`config.mk`:
```
export PLATFORM = sky130hd
export DESIGN_NAME = per_bit_counter_debouncer_core
export DESIGN_NICKNAME = d
export VERILOG_FILES = /design/src/hw/rtl/pbd_pkg.sv /design/src/hw/rtl/per_bit_counter_debouncer_core.sv /design/src/hw/rtl/pbd_lane.sv /design/src/hw/rtl/pbd_merge.sv
export SDC_FILE = /design/constraint.sdc
export NUM_CORES = 1
export LEC_CHECK = 0
export ABC_AREA = 1
export CORE_UTILIZATION = 50
export CTS_CLUSTER_SIZE = 28
export DETAILED_ROUTE_END_ITERATION = 8
export DONT_BUFFER_PORTS = 1
export PLACE_DENSITY_LB_ADDON = 0.2
export RECOVER_POWER = 100
export SETUP_SLACK_MARGIN = 0.02
export SYNTH_ARGS = -nofsm -noshare
export SYNTH_HDL_FRONTEND = slang
export SYNTH_SLANG_ARGS = --single-unit
```
`constraint.sdc`:
```
create_clock -name clk -period 8.27 [get_ports clk]
set_input_delay 0.4135 -clock clk [delete_from_list [all_inputs] [get_ports clk]]
set_output_delay 0.4135 -clock clk [all_outputs]
set_load 0.05 [all_outputs]
```
`src/hw/rtl/pbd_pkg.sv`:
```
`default_nettype none

package pbd_pkg;

  // Defaults for the top-level parameters.
  localparam int unsigned DEF_CHANNELS      = 32;
  localparam int unsigned DEF_COUNTER_WIDTH = 8;

  // Fixed field widths of the streams and the configuration port.
  localparam int unsigned SAMPLE_W    = 32;
  localparam int unsigned THR_BYTE_W  = 8;
  localparam int unsigned THR_PER_REG = 8;
  localparam int unsigned NUM_REGS    = 4;
  localparam int unsigned CFG_INDEX_W = 8;
  localparam int unsigned CFG_DATA_W  = THR_BYTE_W * THR_PER_REG;

  // Register indexes of the threshold words.
  typedef enum logic [CFG_INDEX_W-1:0] {
    REG_THR_0_7   = 8'd0,
    REG_THR_8_15  = 8'd1,
    REG_THR_16_23 = 8'd2,
    REG_THR_24_31 = 8'd3
  } reg_index_t;

  // What one lane reports for the sample currently offered.
  typedef struct packed {
    logic stable_next;
    logic flip;
  } lane_out_t;

  // One result: stable bits in the low half, changed mask in the high half.
  typedef struct packed {
    logic [SAMPLE_W-1:0] changed_bits;
    logic [SAMPLE_W-1:0] stable_bits;
  } result_t;

endpackage

`default_nettype wire

```
`src/hw/rtl/per_bit_counter_debouncer_core.sv`:
```
`default_nettype none

// Per-bit counter debouncer for up to 32 contact inputs.
// The sample stream (s_tvalid/s_tready/s_tdata) carries one 32-bit raw
// sample per transaction, bit i being channel i. Each channel has its own
// lane holding a debounced bit and a counter; all lanes update in the same
// cycle a sample is accepted, so the block takes one sample every cycle
// while s_tready is high. The result stream (m_tvalid/m_tready/m_tdata)
// carries the debounced bits and a mask of the bits that flipped on that
// sample, one per sample, each registered before it reaches m_tvalid.
// Results sit in a two-entry output buffer: when the receiver stalls, one
// more sample is still accepted into the skid entry, and s_tready then drops
// until the receiver takes a result. Throughput is bounded only by the
// per-lane compare and increment, so sustained rate is one transaction per
// cycle whenever the receiver keeps m_tready high.
// Thresholds are written through the configuration channel, which is always
// ready; register i holds the eight thresholds of channels 8i to 8i+7, one
// per byte. Writes to indexes beyond the list are ignored.
// Synchronous reset clears all thresholds, debounced bits, counters and the
// output buffer; the block accepts samples in the first cycle after reset.

module per_bit_counter_debouncer_core
  import pbd_pkg::*;
#(
  parameter int unsigned CHANNELS      = DEF_CHANNELS,
  parameter int unsigned COUNTER_WIDTH = DEF_COUNTER_WIDTH
) (
  input  wire logic                   clk,
  input  wire logic                   rst,
  // Sample stream. s_tdata: raw_bits[31:0].
  input  wire logic                   s_tvalid,
  output logic                        s_tready,
  input  wire logic [SAMPLE_W-1:0]    s_tdata,
  // Result stream. m_tdata: stable_bits[31:0], changed_bits[63:32].
  output logic                        m_tvalid,
  input  wire logic                   m_tready,
  output logic [2*SAMPLE_W-1:0]       m_tdata,
  // Configuration write channel.
  input  wire logic                   cfg_valid,
  output logic                        cfg_ready,
  input  wire logic [CFG_INDEX_W-1:0] cfg_index,
  input  wire logic [CFG_DATA_W-1:0]  cfg_data
);

  logic [CFG_DATA_W-1:0] thr_regs [NUM_REGS];
  lane_out_t             lanes    [CHANNELS];
  result_t               result;
  logic                  accept;

  assign cfg_ready = 1'b1;
  assign accept    = s_tvalid & s_tready;

  // Threshold registers; a write to an unknown index changes nothing.
  always_ff @(posedge clk) begin
    if (rst) begin
      for (int r = 0; r < NUM_REGS; r++) begin
        thr_regs[r] <= '0;
      end
    end else if (cfg_valid && cfg_ready) begin
      unique case (cfg_index)
        REG_THR_0_7:   thr_regs[0] <= cfg_data;
        REG_THR_8_15:  thr_regs[1] <= cfg_data;
        REG_THR_16_23: thr_regs[2] <= cfg_data;
        REG_THR_24_31: thr_regs[3] <= cfg_data;
        default: ;
      endcase
    end
  end

  // One lane per channel. Channels past the register set get threshold zero,
  // and channels past the sample word see a raw bit of zero.
  for (genvar ch = 0; ch < CHANNELS; ch++) begin : g_lane
    logic [COUNTER_WIDTH-1:0] threshold;
    logic                     raw;

    if (ch / THR_PER_REG < NUM_REGS) begin : g_thr
      logic [THR_BYTE_W-1:0] thr_byte;
      assign thr_byte =
        thr_regs[ch / THR_PER_REG][(ch % THR_PER_REG) * THR_BYTE_W +: THR_BYTE_W];
      if (COUNTER_WIDTH <= THR_BYTE_W) begin : g_cut
        assign threshold = thr_byte[COUNTER_WIDTH-1:0];
      end else begin : g_ext
        assign threshold = {{(COUNTER_WIDTH - THR_BYTE_W){1'b0}}, thr_byte};
      end
    end else begin : g_zero
      assign threshold = '0;
    end

    if (ch < SAMPLE_W) begin : g_raw
      assign raw = s_tdata[ch];
    end else begin : g_noraw
      assign raw = 1'b0;
    end

    pbd_lane #(
      .COUNTER_WIDTH(COUNTER_WIDTH)
    ) u_lane (
      .clk      (clk),
      .rst      (rst),
      .en       (accept),
      .raw      (raw),
      .threshold(threshold),
      .lane_out (lanes[ch])
    );
  end

  pbd_merge #(
    .CHANNELS(CHANNELS)
  ) u_merge (
    .clk       (clk),
    .rst       (rst),
    .push      (accept),
    .push_ready(s_tready),
    .lanes     (lanes),
    .out_valid (m_tvalid),
    .out_ready (m_tready),
    .out_data  (result)
  );

  assign m_tdata = result;

endmodule

`default_nettype wire

```
`src/hw/rtl/pbd_lane.sv`:
```
`default_nettype none

module pbd_lane
  import pbd_pkg::*;
#(
  parameter int unsigned COUNTER_WIDTH = DEF_COUNTER_WIDTH
) (
  input  wire logic                     clk,
  input  wire logic                     rst,
  input  wire logic                     en,
  input  wire logic                     raw,
  input  wire logic [COUNTER_WIDTH-1:0] threshold,
  output lane_out_t                     lane_out
);

  logic                     stable;
  logic [COUNTER_WIDTH-1:0] count;
  logic                     stable_next;
  logic [COUNTER_WIDTH-1:0] count_next;
  logic                     differ;
  logic                     hit;

  assign differ = raw ^ stable;
  assign hit    = (count == threshold);

  // A differing bit is taken over once its count has reached the threshold;
  // a matching bit leaves its partial count alone.
  always_comb begin
    stable_next = stable;
    count_next  = count;
    if (differ) begin
      if (hit) begin
        stable_next = raw;
        count_next  = '0;
      end else begin
        count_next = count + COUNTER_WIDTH'(1);
      end
    end
  end

  always_ff @(posedge clk) begin
    if (rst) begin
      stable <= 1'b0;
      count  <= '0;
    end else if (en) begin
      stable <= stable_next;
      count  <= count_next;
    end
  end

  assign lane_out.stable_next = stable_next;
  assign lane_out.flip        = differ & hit;

endmodule

`default_nettype wire

```
`src/hw/rtl/pbd_merge.sv`:
```
`default_nettype none

module pbd_merge
  import pbd_pkg::*;
#(
  parameter int unsigned CHANNELS = DEF_CHANNELS
) (
  input  wire logic      clk,
  input  wire logic      rst,
  input  wire logic      push,
  output logic           push_ready,
  input  wire lane_out_t lanes [CHANNELS],
  output logic           out_valid,
  input  wire logic      out_ready,
  output result_t        out_data
);

  result_t merged;
  result_t main_data;
  result_t skid_data;
  logic    main_valid;
  logic    skid_valid;
  logic    pop;

  // Only the lanes that fall inside the sample word reach the result.
  for (genvar i = 0; i < SAMPLE_W; i++) begin : g_pack
    if (i < CHANNELS) begin : g_lane
      assign merged.stable_bits[i]  = lanes[i].stable_next;
      assign merged.changed_bits[i] = lanes[i].flip;
    end else begin : g_none
      assign merged.stable_bits[i]  = 1'b0;
      assign merged.changed_bits[i] = 1'b0;
    end
  end

  assign pop        = main_valid & out_ready;
  assign push_ready = ~skid_valid;

  always_ff @(posedge clk) begin
    if (rst) begin
      main_valid <= 1'b0;
      skid_valid <= 1'b0;
    end else if (pop) begin
      if (skid_valid) begin
        main_valid <= 1'b1;
        skid_valid <= 1'b0;
      end else begin
        main_valid <= push;
      end
    end else if (push) begin
      if (main_valid) begin
        skid_valid <= 1'b1;
      end else begin
        main_valid <= 1'b1;
      end
    end
  end

  always_ff @(posedge clk) begin
    if (pop) begin
      if (skid_valid) begin
        main_data <= skid_data;
      end else if (push) begin
        main_data <= merged;
      end
    end else if (push) begin
      if (main_valid) begin
        skid_data <= merged;
      end else begin
        main_data <= merged;
      end
    end
  end

  assign out_valid = main_valid;
  assign out_data  = main_data;

endmodule

`default_nettype wire
```
After elaboration in Yosys (flattened, before gate mapping)
Memory sizes are Yosys's and may differ from the RTL's. Index checks and enable logic that the tools add are counted.

Equal/unequal tests: 36. Multiplexer cells: 126. Bitwise logic cells: 72. Reduce and logical (&&, ||, !) cells: 39. Add/sub/neg operators: 32.

Operators with widths (number): 64-bit 2-to-1 mux (9); 8-bit by 1-bit adder with 8-bit output (second input constant) (32); 8-bit equality test (32); 8-bit 2-to-1 mux (32); 1-bit 2-to-1 mux (85); 2-bit AND reduction (33); 1-bit AND (34); 1-bit bitwise XOR (32); 8-bit by 2-bit equality test with 1-bit output (second input constant) (2); 8-bit by 1-bit equality test with 1-bit output (second input constant) (1); 8-bit zero test (1); 3-bit AND reduction (2); 1-bit OR (4); 2-bit nonzero test (2); 2-bit != test (second input constant) (1); 1-bit inverter (2); 2-bit OR reduction (1).

Register bits after elaboration: 418. Bits in writable memories: 256. Input port bits: 109. Memories kept: 1. Output and inout bits: 67. Word-level logic and storage cells: 376.

Memories: thr_regs (words 4, bits a word 64, read ports 4, clocked after memory_dff 0, write ports 4, RTL line per_bit_counter_debouncer_core.sv:45) `logic [CFG_DATA_W-1:0] thr_regs [NUM_REGS];`.

Logic depth before layout (Yosys ltp)
Gate-level depths: netlist (run 1). An unclocked memory read counts as a cell.

Depth after elaboration: 7. Depth in mapped cells: 11. Gate-level depth less buffers: 11.

Cells and area by module
Synthesis (run 1) repeated with hierarchy kept, for this count alone.

Cell total of the unflattened synthesis: 4118. Area, all modules: 34275.4 um^2.

Modules (own cells, without submodules): pbd_lane (times used 32, cells an instance 98, area each 628.1 um^2, sequential area each 180.2 um^2); per_bit_counter_debouncer_core (times used 1, cells an instance 630, area each 9394.0 um^2, sequential area each 7687.4 um^2); pbd_merge (times used 1, cells an instance 352, area each 4782.1 um^2, sequential area each 3883.7 um^2).

Least setup slack after synthesis (run 1)
No wires, ideal clock.

Path kind: register to register. Start point: register u_merge.skid_valid. End point: register u_merge.skid_data[0] (netlist bit), enable pin. Arrival: 5.401 ns. Clock period less this slack: 5.965 ns. Stages on the path, launching flop included: 6. Path buffers: 2. Data required time: 7.706 ns. Path slack: 2.305 ns. Library setup time: 0.564 ns. Path through: dfxtp_1 -> inv_2 -> nand2_4 -> buf_2 -> buf_1 -> nor3_1.

Longest elaborated chain between the ends: 3.

Ends and longest elaborated chain: from (decl) (RTL line pbd_merge.sv:22) `logic skid_valid;`; from (signal assigned) (RTL line pbd_merge.sv:42) `skid_valid <= 1'b0;`; from (signal assigned) (RTL line pbd_merge.sv:46) `skid_valid <= 1'b0;`; from (signal assigned) (RTL line pbd_merge.sv:52) `skid_valid <= 1'b1;`; 1-bit inverter (RTL line pbd_merge.sv:37) `assign push_ready = ~skid_valid;`; net s_tready (RTL line per_bit_counter_debouncer_core.sv:32) `output logic s_tready,`; 1-bit AND (RTL line per_bit_counter_debouncer_core.sv:51) `assign accept = s_tvalid & s_tready;`; 3-bit AND reduction (no line); to (signal assigned) (RTL line pbd_merge.sv:68) `skid_data <= merged;`; to (decl) (RTL line pbd_merge.sv:20) `result_t skid_data;`.

The timed path passes the listed nets, and every way through them passes these cells. A chain may end at the register's enable or synchronous reset.

Worst setup path after layout (run 1)
Start point: register u_merge.skid_valid. End point: register u_merge.skid_data[5] (netlist bit), enable pin.

The elaborated chain is that of the path after synthesis.

==> out/results.ini, run 1 <==
[cells_and_area]
fin_nets = 4151
final_common_cell = nand2_1
syn2layout_area_growth_pct = 9.67
insertedDiodeCount = 0
drive_gt1_frac = 0.0413
final_cell_mix = nand2_1, nor2_1, inv_1, edfxtp_1, dfxtp_1
fill_cells = 5966

[route]
drtPass1Iterations = 5
drt_wl_total_um = 74300
dr.first_iter.drc_count = 1571
wire_per_inst_um = 15.1
vias_per_cell = 4.95
num_vias = 24400
ant_nets = 0
route.detailed.drc = 0

[floorplan]
num_rows = 93
initial_core_util = 0.505
io_pins = 176
core-area_mm2 = 0.0645
die_w_um = 257
dieArea_mm2 = 0.0662
die_y_um = 257

[grt]
grt_start_max_net_pins = 65
globalRouteOverflowTotal = 0
grt_pass1_wl_um = 119000
antenna_found_initial = 0
grtUsageTotal = 0.226
grt_pass1_vias = 22700

[cts]
clk_latency_ns = 0.61
cts_buffer_depth = 3
numCtsBuffers = 75
path_clk_slew_ns = 0.06
cts_tree = done
cts_resized = 0
cts_hold_buf = 2
post_cts_buffers = 0
cts-htree-levels = 3
root_buffer = clkbuf_16
numClockSinks = 674

[timing]
hold_violations = 0
finClkSkew_ns = 0.0229
rsz0062_at_grt = no
drv_slew = 434
setup_viol = 0
min_period_over_period = 0.675
max_freq_ghz = 0.179
setup_tns_ns = 0
worstMarginPinSlew_ns = 3.72
slew_headroom = -1.48
period_minus_slack_ns = 5.59

[worst_setup_path]
end_kind = flip-flop
crit_path_start_kind = flip-flop
worstSetupPathType = reg -> reg
cp_max_fo = 37
worst_ep_required_time_ns = 8.41
cp.arrival_ns = 5.73

[status]
violations = capacitance limit, slew limit
status = complete, but fails checks

[power_and_ir_drop]
powerDensity_mw_per_mm2 = 214
p_leak_nw = 15.1
power.total_mw = 7.66
peakVddDrop_uv = 170

[synth]
seq_area_frac_synth = 0.532
syn-instance-count = 3989
syn-cell-area_mm2 = 0.0326
synth_nets = 4130
ys.warnings.count = 0
synth.distinct_cells = 42
avgSynthCellArea_um2 = 8.17
ys_ff_latch = 674

[flow_run]
maxCapViolCount = 11

[placement]
place_congestion = 0.827
port-buffer-count = 0
hpwl_um = 48000

[hold_path]
hold_class = in -> reg

-- flip-flops by register name (all words and copies together) (netlist names) --
register,count
u_merge.out_valid,1
thr_regs,256
g_lane.u_lane.count,256
u_merge.skid_valid,1
u_merge.skid_data,64
g_lane.u_lane.stable,32
u_merge.out_data,64
-- cells in the mapped netlist (all sizes together) --
library cell,instances,share of area
or2,11,0.0022
clkbuf,39,0.0045
nand3b,1,0.00023
nor2,644,0.075
xor2,68,0.018
conb,1,0.00012
dfxtp,290,0.18
nand2,1194,0.14
o22ai,1,0.00019
nor3b,1,0.00058
o31ai,1,0.00023
a21o,26,0.0060
nor3,22,0.0048
nand3,223,0.038
inv,571,0.066
edfxtp,384,0.35
clkinv,1,0.00012
buf,33,0.0086
nand4,79,0.018
ha,32,0.012
o21ai,121,0.019
xnor2,153,0.041
a21oi,93,0.014
-- report_power, final --
| part | leakage (nW) | internal [mW] | switching, mW |
|---|---|---|---|
| clock | 1.21 | 1.98 | 1.35 |
| sequential | 6.04 | 3.69 | 0.167 |
| combinational | 7.86 | 0.139 | 0.339 |
-- per-stage QoR --
| stage | util | worst slack [ns] | hold WS, ns | cells | instance area [um^2] |
|---|---|---|---|---|---|
| floorplan | - | 2.30 | 0.457 | 3989 | 32600 |
| global placement | 0.518 | 4.73 | 0.470 | 4786 | 33400 |
| detailed placement | 0.518 | 4.67 | 0.477 | 4786 | 33400 |
| CTS | 0.557 | 4.65 | 0.0124 | 4926 | 35900 |
| global route | 0.554 | 2.36 | 0.0484 | 4926 | 35700 |
| finish | 0.554 | 2.68 | 0.0429 | 4926 | 35700 |
-- final timing paths --
kind,slack [ns],depth (start not counted),start,endpoint
worst max-delay path,2.68,5,u_merge.skid_valid,u_merge.skid_data[5]
worst min-delay path,0.04,3,m_tready,u_merge.skid_valid
worst max register to register,2.68,5,u_merge.skid_valid,u_merge.skid_data[5]
worst min register to register,0.48,2,u_merge.skid_valid,u_merge.skid_valid
-- critical path, cell delays in order, from the launching register on --
cell	delay (ns)
dfxtp_1	0.31
inv_1	0.40
nand2_1	0.50
nor3_1	0.27
clkbuf_1	1.37
clkbuf_1	2.21
-- kinds of logic (layout without fill, tap and decap cells) --
kind of cell,count (synthesis),after routing,synth area share
AO/OA/AOI/OAI,242,242,0.0393
XOR/XNOR,221,221,0.0594
adder cells (fa/ha/maj),32,32,0.0123
buffers and inverters,644,726,0.0791
flip-flops,674,674,0.532
other,1,1,0.000115
AND/OR/NAND/NOR,2175,2175,0.278
-- layout make-up --
| type | count | area [um^2] | area share |
|---|---|---|---|
| clock buffers | 113 | 2230 | 0.0623 |
| clock inverters | 25 | 224 | 0.00627 |
| inverters | 572 | 2150 | 0.0603 |
| multi-input cells | 2671 | 12600 | 0.353 |
| flip-flops and latches | 674 | 17300 | 0.485 |
| well taps | 855 | 1070 | 0.0299 |
| repair buffers | 16 | 109 | 0.00305 |
-- layer usage --
layer	track usage	part of all wire	up-vias
met5	0	0	-
met4	0.0658	0.021	0
met3	0.0420	0.053	100
met2	0.365	0.45	482
met1	0.308	0.48	11200
li1	-	-	12600
(Power assumes the default switching activity.)
==> inputs of run 2 (changes only) <==
- ABC_AREA: 1 -> 0
- clock period: 8.27 -> 5.4 ns (I/O delays scaled with it)
==> run 2 against run 1 <==
  * The run still ends with capacitance limit, slew limit left
  * Worst setup slack worse by 1.2 ns
  * Utilization is 2.2 points higher
  * Non-clock buffer count is 103 higher
  * Sequential share of layout area is 1.2 points lower
  * Largest cell class unchanged
  * Fmax is 43% higher
  * Largest power group unchanged
  * Combinational power is 39% higher
==> out/results.ini, run 2 <==
[synth]
synth_ff_type = edfxtp_1  ; unchanged
avgSynthCellArea_um2 = 11.0  ; was 8.17 um^2
synth.distinct_cells = 43  ; was 42
synth_edf_count = 384  ; unchanged
synth_nets = 3092  ; was 4,130
ys.warnings.count = 0  ; unchanged
syn-instance-count = 2951  ; was 3,989
ys_top_cells_by_area = edfxtp_1, dfxtp_1, xnor2_1  ; was edfxtp_1, dfxtp_1, nand2_1
synth_area_leader_cell = edfxtp_1  ; unchanged
ys_ff_latch = 674  ; unchanged
synth_most_common_cell = xnor2_1  ; was nand2_1
async_reset_ff_frac = 0  ; unchanged
seq_area_frac_synth = 0.535  ; was 0.532
netlist.area_leader.share = 0.356  ; was 0.354
syn-cell-area_mm2 = 0.0324  ; was 0.0326 mm^2
synth_common_cells = xnor2_1, edfxtp_1, dfxtp_1, and2_1, nand2_1  ; was nand2_1, nor2_1, inv_1, edfxtp_1, dfxtp_1

[timing]
period_minus_slack_ns = 3.90  ; was 5.59 ns
drv_slew = 432  ; was 434
worstMarginPinSlew_ns = 2.67  ; was 3.72 ns
setup_viol = 0  ; unchanged
setup_slack_ns = 1.50  ; was 2.68 ns
slew_headroom = -0.782  ; was -1.48
setup_tns_ns = 0  ; unchanged
hold_violations = 0  ; unchanged
max_freq_ghz = 0.256  ; was 0.179 GHz
min_period_over_period = 0.722  ; was 0.675
rsz0062_at_grt = no  ; unchanged
finClkSkew_ns = 0.0238  ; was 0.0229 ns

[cts]
numCtsBuffers = 73  ; was 75
path_clk_slew_ns = 0.06  ; about the same
numClockSinks = 674  ; unchanged
cts_hold_buf = 100  ; was 2
cts-htree-levels = 3  ; unchanged
cts_tree = done  ; unchanged
post_cts_buffers = 0  ; unchanged
clk_latency_ns = 0.62  ; was 0.61 ns
cts_resized = 0  ; unchanged
root_buffer = clkbuf_16  ; unchanged
cts_buffer_depth = 3  ; unchanged

[power_and_ir_drop]
p_clk_frac = 0.442  ; was 0.435
intPower_mw = 8.87  ; was 5.81 mW
switchingPower_mw = 2.79  ; was 1.85 mW
powerDensity_mw_per_mm2 = 318  ; was 214 mW/mm^2
swShare = 0.239  ; was 0.242
peakVddDrop_uv = 248  ; was 170 uV
p_leak_nw = 11.4  ; was 15.1 nW
power.total_mw = 11.7  ; was 7.66 mW
p_comb_frac = 0.057  ; was 0.062
pwr-share-seq = 0.501  ; was 0.503

[worst_setup_path]
r2r_start = u_merge.out_valid  ; was u_merge.skid_valid
end_kind = flip-flop  ; unchanged
crit_path_start_kind = flip-flop  ; unchanged
worst_ep_required_time_ns = 5.65  ; was 8.41 ns
worstSetupStartpoint = u_merge.out_valid  ; was u_merge.skid_valid
cp_max_fo = 41  ; was 37
reg2reg_depth = 2  ; was 5
rr_endpoint = u_merge.skid_data[30]  ; was u_merge.skid_data[5]
r2r_setup_slack_ns = 1.50  ; was 2.68 ns
cp.arrival_ns = 4.15  ; was 5.73 ns
endpoint = u_merge.skid_data[30]  ; was u_merge.skid_data[5]
worstSetupPathType = reg -> reg  ; unchanged

[flow_run]
maxCapViolCount = 10  ; was 11

[grt]
grt_pass1_wl_um = 128000  ; was 119,000 um
grt_start_max_net_pins = 189  ; was 65
grtUsageTotal = 0.242  ; was 0.226
grt_pass1_vias = 23600  ; was 22,700
globalRouteOverflowTotal = 0  ; unchanged
antenna_found_initial = 5  ; was 0

[hold_path]
worstHoldStart = s_tdata[22]  ; was m_tready
hold_class = in -> reg  ; unchanged

[floorplan]
dieArea_mm2 = 0.0658  ; was 0.0662 mm^2
die_y_um = 257  ; about the same
die_w_um = 257  ; about the same
io_pins = 176  ; unchanged
initial_core_util = 0.510  ; was 0.505
core-area_mm2 = 0.0635  ; was 0.0645 mm^2
num_rows = 92  ; was 93

[route]
route.detailed.drc = 0  ; unchanged
wire_per_inst_um = 20.4  ; was 15.1 um
vias_per_cell = 5.93  ; was 4.95
ant_nets = 0  ; unchanged
drt_wl_total_um = 80300  ; was 74,300 um
num_vias = 23400  ; was 24,400
drtPass1Iterations = 7  ; was 5
dr.first_iter.drc_count = 1840  ; was 1,571

[cells_and_area]
fin_nets = 3175  ; was 4,151
syn2layout_area_growth_pct = 13.1  ; was 9.67%
final_cell_mix = xnor2_1, edfxtp_1, dfxtp_1, nand2_1, and2_0  ; was nand2_1, nor2_1, inv_1, edfxtp_1, dfxtp_1
fin_cells = 3943  ; was 4,926
largestRegisters = g_lane.u_lane.count: 256 flops, thr_regs: 256 flops  ; unchanged
final_common_cell = xnor2_1  ; was nand2_1
drive_gt1_frac = 0.0611  ; was 0.0413

[status]
violations = capacitance limit, slew limit  ; unchanged
status = complete, but fails checks  ; unchanged

[placement]
place_congestion = 0.902  ; was 0.827
dpl_worst_slack_ns = 2.33  ; was 4.67 ns
port-buffer-count = 0  ; unchanged
hpwl_um = 51300  ; was 48,000 um
numPlacedInstances = 3705  ; was 4,786

run 2: cell count changes after synthesis, sizes merged, moves of 50 or more:
cell	before	now
xnor2	153	407
nor3	22	72
nand4	79	135
a211oi	0	100
nand3	223	108
nor2	644	134
inv	571	22
nor4	0	56
nand2	1194	191
and4	0	54
and2	0	287
run 2: per-stage QoR:
stage	util	hold slack, ns	area, um^2
after floorplan	-	0.373	32400
after CTS	0.579	0.000596	36800
final	0.577	0.0410	36600
after global placement	0.524	0.359	33300
after global routing	0.577	0.0325	36600
after detailed placement	0.524	0.365	33300
run 2: cell families after synthesis:
group,synth area share
buf+inv,0.0164
fa+ha+maj,0.0124
xor+xnor,0.129
mux,0.0161
simple gates,0.194
other cells,0.000116
flops,0.535
compound gates,0.0970
run 2: worst max-delay path, stage by stage (launching register included):
cell and delay (ns):
dfxtp_1 0.84, and3_1 2.01, buf_4 0.64
run 2: area by class of cell:
| type | count | area [um^2] |
|---|---|---|
| Fill cell | 5368 | 26900 |
| Sequential cell | 674 | 17300 |
| Clock inverter | 34 | 409 |
| Antenna cell | 2 | 5.00 |
| Timing Repair Buffer | 119 | 1150 |
| Clock buffer | 102 | 2070 |
| Multi-Input combinational cell | 2144 | 14500 |
| Tap cell | 846 | 1060 |
| Inverter | 22 | 82.6 |
run 2: per-layer routing:
metal  track usage  routed length [um]  up-vias
met2         0.412               39200      668
met3        0.0429                4730      170
met1         0.309               33800    11500
met5             0                   0        -
li1              -                   -    11100
met4        0.0863                2550        0
run 2: worst min-delay path by stage:
| stage | cells after the start | to | slack [ns] |
|---|---|---|---|
| floorplan | 1 | u_merge.skid_valid | 0.37 |
| global placement | 1 | u_merge.out_valid | 0.36 |
| detailed placement | 1 | u_merge.out_valid | 0.36 |
| CTS | 4 | g_lane[22].u_lane.count[0] | 0.0006 |
| global route | 3 | u_merge.out_data[24] | 0.03 |
| finish | 4 | g_lane[22].u_lane.count[0] | 0.04 |
run 2: power by group through the flow:
stage,clock network [mW],logic [mW],registers (mW)
floorplan,0,0.422,5.92
global placement,0,0.519,5.95
detailed placement,0,0.535,5.95
CTS,5.25,0.670,5.84
global route,5.44,0.723,5.86
finish,5.15,0.665,5.84
